[src/lkf_pkg.sv]
// ----------------------------------------------------------------------------
// lkf package
// shared types and constants of the kalman filter
// ----------------------------------------------------------------------------
`default_nettype none
package lkf_pkg;
   localparam logic [1:0] CMD_PREDICT = 2'd0;
   localparam logic [1:0] CMD_UPDATE  = 2'd1;
   localparam logic [1:0] CMD_RESTART = 2'd2;

   localparam logic [2:0] CSR_F  = 3'd0;
   localparam logic [2:0] CSR_H  = 3'd1;
   localparam logic [2:0] CSR_R  = 3'd2;
   localparam logic [2:0] CSR_U  = 3'd3;
   localparam logic [2:0] CSR_P0 = 3'd4;

   // datapath operations
   typedef enum logic [3:0] {
      OP_NONE,
      OP_RESTART,
      OP_MUL,
      OP_DIV_START,
      OP_DIV_STEP,
      OP_PRED_COMMIT,
      OP_UPD_COMMIT,
      OP_CAPTURE
   } op_type;

   typedef struct packed {
      op_type     op;
      logic [4:0] idx;
      logic       flag;
   } cmd_type;

   typedef struct packed {
      logic s_bad;
      logic div_done;
   } stat_type;
endpackage
`default_nettype wire

[src/lkf_control.sv]
// ----------------------------------------------------------------------------
// lkf control
// sequences the multiply and divide steps of predict and update
// ----------------------------------------------------------------------------
`default_nettype none
module lkf_control
   import lkf_pkg::*;
(
   input  wire logic       clock,
   input  wire logic       reset,
   input  wire logic       req_tvalid,
   output logic            req_tready,
   input  wire logic [1:0] req_cmd,
   output logic            rsp_tvalid,
   input  wire logic       rsp_tready,
   output cmd_type         cmd,
   input  stat_type        stat
);
   typedef enum logic [2:0] {S_IDLE, S_MUL, S_DSTART, S_DSTEP, S_CAP, S_COMMIT, S_DONE,
                             S_RESTART}
      state_type;
   state_type  state_ff;
   logic       upd_ff, flag_ff, vld_ff;
   logic [4:0] idx_ff, div_ff;

   assign req_tready = (state_ff == S_IDLE) && (!vld_ff || rsp_tready);
   assign rsp_tvalid = vld_ff;

   always_comb begin
      cmd = '{op: OP_NONE, idx: idx_ff, flag: flag_ff};
      unique case (state_ff)
         S_MUL:     cmd.op = OP_MUL;
         S_DSTART:  begin cmd.op = OP_DIV_START; cmd.idx = div_ff; end
         S_DSTEP:   begin cmd.op = OP_DIV_STEP;  cmd.idx = div_ff; end
         S_CAP:     begin cmd.op = OP_CAPTURE;   cmd.idx = div_ff; end
         S_COMMIT:  cmd.op = upd_ff ? OP_UPD_COMMIT : OP_PRED_COMMIT;
         S_RESTART: cmd.op = OP_RESTART;
         S_DONE:    begin cmd.op = OP_CAPTURE; cmd.idx = 5'd31; end
         default:   ;
      endcase
   end

   always_ff @(posedge clock) begin
      if (reset) begin
         state_ff <= S_IDLE; vld_ff <= 1'b0; idx_ff <= '0;
         div_ff <= '0; upd_ff <= 1'b0; flag_ff <= 1'b0;
      end else begin
         if (vld_ff && rsp_tready) vld_ff <= 1'b0;
         unique case (state_ff)
            S_IDLE: if (req_tvalid && req_tready) begin
               flag_ff <= 1'b0;
               upd_ff  <= (req_cmd == CMD_UPDATE);
               unique case (req_cmd)
                  CMD_PREDICT: begin idx_ff <= 5'd0; state_ff <= S_MUL; end
                  CMD_UPDATE:  begin idx_ff <= 5'd20; state_ff <= S_MUL; end
                  CMD_RESTART: state_ff <= S_RESTART;
                  default:     state_ff <= S_DONE;
               endcase
            end
            S_MUL: begin
               if (idx_ff == 5'd19) state_ff <= S_COMMIT;
               else if (idx_ff == 5'd31) begin
                  div_ff <= 5'd0; state_ff <= S_DSTART;
               end
               idx_ff <= idx_ff + 5'd1;
            end
            S_DSTART: if (stat.s_bad) begin
               flag_ff <= 1'b1; state_ff <= S_DONE;
            end else state_ff <= S_DSTEP;
            S_DSTEP: if (stat.div_done) state_ff <= S_CAP;
            S_CAP: if (div_ff == 5'd5) state_ff <= S_COMMIT;
               else begin div_ff <= div_ff + 5'd1; state_ff <= S_DSTART; end
            S_COMMIT: state_ff <= S_DONE;
            S_RESTART: state_ff <= S_DONE;
            S_DONE: begin vld_ff <= 1'b1; state_ff <= S_IDLE; end
            default: state_ff <= S_IDLE;
         endcase
      end
   end
endmodule
`default_nettype wire

[config.mk]
export PLATFORM = sky130hd
export DESIGN_NAME = lkf_control
export DESIGN_NICKNAME = d
export VERILOG_FILES = /design/src/lkf_pkg.sv /design/src/lkf_control.sv
export SDC_FILE = /design/constraint.sdc
export NUM_CORES = 1
export LEC_CHECK = 0
export ABC_AREA = 0
export BUFFER_PORTS_ARGS = -buffer_cell sky130_fd_sc_hd__buf_2
export CAP_MARGIN = 20
export CORE_ASPECT_RATIO = 1.4
export CORE_UTILIZATION = 40
export CTS_CLUSTER_SIZE = 16
export DETAILED_ROUTE_END_ITERATION = 7
export PLACE_DENSITY = 0.65
export SKIP_CTS_REPAIR_TIMING = 1
export SYNTH_ARGS = -nofsm -noshare
export SYNTH_HDL_FRONTEND = slang
export SYNTH_SLANG_ARGS = --single-unit
[constraint.sdc]
create_clock -name clock -period 2.2 [get_ports clock]
set_clock_uncertainty 0.15 [all_clocks]
set_input_delay 0.11 -clock clock [delete_from_list [all_inputs] [get_ports clock]]
set_output_delay 0.11 -clock clock [all_outputs]
set_load 0.01 [all_outputs]
==> flow_metrics.tcl <==
set metrics [dict create \
    finalNetCount 178 \
    critPathLaunchType "register" \
    drc_errors 0 \
    dieHeight_um 65.3 \
    min_delay_worst_endpoint "upd_ff" \
    ys_seq_elements 16 \
    maximum_number_of_pins_on_one_net_before_global_route_repair 19 \
    cts_buffer_depth 2 \
    grt_use_total_pct 22.1 \
    leakage_power_nw 0.516 \
    wl_per_cell_um 14.7 \
    critical_path.reg2reg.endpoint "div_ff[4]" \
    compound_gate_portion_of_the_synthesized_area_pct 34.0 \
    reg2reg_depth 7 \
    worst_skew_late_latency_ns 0.30 \
    min_delay_path_depth 3 \
    slew_headroom_pct 65.3 \
    grt-ovfl-total 0 \
    dominant_combinational_cell_family_by_area_after_synthesis "compound AO/OA/AOI/OAI gates" \
    min-delay-start "req_tvalid" \
    yosys.area_share.adder_pct 4.37 \
    fp.dieW_um 47.2 \
    synth.top_cell.area_share_pct 27.9 \
    multi_input_area_um2 741 \
    boundaryPins 20 \
    area.growth.synth_to_final_pct 15.1 \
    netlist_area_um2 1150 \
    dr.first_iter.drc_count 31 \
    synth.largest_area_cell "dfxtp_1" \
    h_tree_depth 1 \
    die-area_um2 3090 \
    routed-via-count 1227 \
    grt_antenna_before_repair 0 \
    fin_tns_setup_ns 0 \
    initial_core_utilization_pct 42.9 \
    worst_ir_drop_vdd_mv 0.591 \
    crit_fanout 6 \
    instance_count_of_the_mapped_netlist 147 \
    power.total_mw 1.59 \
    detailedRoute.firstPassIterationCount 4 \
    globalRouteMet1Util_pct 28.9 \
    path_clk_slew_ns 0.10 \
    gr-usage-met3_pct 2.20 \
    synth_top_cells_by_area "dfxtp_1 28%, a21oi_1 8.3%, o21ai_0 4.8%" \
    numClockSinks 16 \
    timing.critical_path.to_type "register" \
    io_buffers 18 \
    timing.rr.start "idx_ff[0]" \
    hold_viol_final 2 \
    report.final.setup_viol 0 \
    syn-num-nets 159 \
    synth_top_flop_cell "dfxtp_1" \
    maxClockFrequency_ghz 0.478 \
    hold-worst-slack_ns -0.0170 \
    placementRows 22 \
    timing.final.crit_period_ns 2.09 \
    yosys_warnings 0 \
    max_slew.worst_pin.slew_ns 0.516 \
    worst_ep_arrival_time_ns 2.17 \
    tritoncts_clock_tree "yes" \
    failed_checks "hold timing" \
    max_cap_viol_count 0 \
    synth_mux_area_share_pct 0 \
    first_pass_grt_wire_length_mm 5.02 \
    post_synth_edffs 0 \
    yosysSeqAreaShare_pct 27.9 \
    min_path_type "in -> reg" \
    timing.final.max_slew_violations 0 \
    diodes 0 \
    cp_data_required_time_ns 2.28 \
    power_per_cell_area_nw_per_um2 1210 \
    tritoncts.num_buffers 3 \
    setup.worst_path.class "reg -> reg" \
    gr_util_met2_pct 33.0 \
    rsz0062_at_grt "no" \
    per_instance_average_area_after_synthesis_um2 7.80 \
    route.antenna.remaining_nets 0 \
    synth_cell_type_count 45 \
    min_period_over_period_pct 95.0 \
    postSynth.asyncResetShare_pct 0 \
    synthXorXnorAreaFrac_pct 0.764 \
    simple_gate_portion_of_the_synthesized_area_pct 24.6 \
    num-fill-cells 283 \
    drive_above_1_share_pct 22.4 \
    drt-total-wl_mm 2.96 \
    viasPerCell 6.10 \
    total_core_area_um2 2670 \
    outcome "finished, violations left" \
    detailedPlacementHpwl_mm 2.16 \
    globalplace.congestion 0.798 \
    top_usage_layer "met2" \
    vias_in_the_first_global_route 1160 \
    area.sequential_um2 325 \
    reg2reg_setup_slack_ns 0.11 \
    clockRootBuffer "clkbuf_4" \
]
==> synth_stat cells, types with 2 or more instances <==
cell       number
a2111o_1        4
a2111oi_0       3
a21o_1          3
a21oi_1        19
a31oi_1         3
and3_1          4
buf_1           2
buf_2           2
buf_4           2
buf_6           2
clkbuf_1        2
dfxtp_1        16
ha_1            4
inv_1           7
nand2_1        12
nand2b_1        2
nand3_1         8
nand4_1         2
nand4bb_1       2
nor2_1          4
nor2b_1         2
nor3_1          2
nor4bb_1        2
o21ai_0        11
o22a_1          3
o22ai_1         4
o31ai_1         2
==> through the flow <==
| step | cells | hold WS (ns) | area [um^2] | utilization, % | setup slack (ns) |
|---|---|---|---|---|---|
| detailed placement | 196 | 0.265 | 1260 | 47.0 | 0.0552 |
| floorplan | 147 | 0.134 | 1150 | - | 0.216 |
| finish | 201 | -0.0170 | 1320 | 49.4 | 0.109 |
| global route | 201 | 0.00190 | 1320 | 49.4 | 0.0156 |
| CTS | 200 | -0.0655 | 1290 | 48.4 | 0.0394 |
| global placement | 196 | 0.278 | 1260 | 47.0 | 0.129 |
==> worst max-delay path, cell delays in order, from the launching register on <==
cell      delay (ns)
dfxtp_2         0.36
ha_2            0.21
and3_1          0.18
ha_1            0.21
and4bb_2        0.27
a21o_1          0.23
a2111o_1        0.36
o21ai_0         0.07
==> routing by layer <==
layer  vias up  wire length, um
li1        600                -
met1       569             1310
met2        49             1410
met3         9              146
met4         0               96
met5         -                0
==> cells by family after synthesis <==
family	count (synthesis)
DFF	16
xor gates and xnor gates	1
and+or+nand+nor	48
AOI/OAI and AO/OA	59
buffers and inverters	18
adders and majority gates	4
other	1
==> how the worst max path moves through the flow <==
stage / startpoint / end / slack [ns] / depth (start not counted)
CTS: idx_ff[0] / div_ff[1] / 0.04 / 7
global route: state_ff[0] / cmd[1] / 0.02 / 5
global placement: idx_ff[0] / div_ff[1] / 0.13 / 7
floorplan: idx_ff[0] / div_ff[2] / 0.22 / 7
detailed placement: idx_ff[0] / div_ff[1] / 0.06 / 7
finish: idx_ff[0] / div_ff[4] / 0.11 / 7
==> sequential cells by signal, summed over array words and instances, names as in the netlist <==
register / flops
upd_ff: 1
div_ff: 5
idx_ff: 5
state_ff: 3
rsp_tvalid: 1
flag_ff: 1
==> where the power goes <==
part	switching [mW]	internal [mW]	total [mW]
Sequential	0.150	0.357	0.507
Combinational	0.497	0.384	0.881
Clock	0.102	0.101	0.203
Total	0.749	0.842	1.59
==> area by class of cell <==
type	count	area share, %
Tap cell	36	3.42
Sequential cell	16	24.7
Multi-Input combinational cell	113	56.2
Clock buffer	4	2.75
Timing Repair Buffer	24	10.4
Inverter	8	2.56
==> cells in the final DEF, fill, tap and decap left out, drive strengths merged, types with 7 or more instances in the layout <==
| cell type | instances |
|---|---|
| nand3 | 8 |
| nand2 | 13 |
| a21oi | 19 |
| inv | 7 |
| dfxtp | 16 |
| o21ai | 11 |
| buf | 23 |
(Power assumes the default switching activity.)
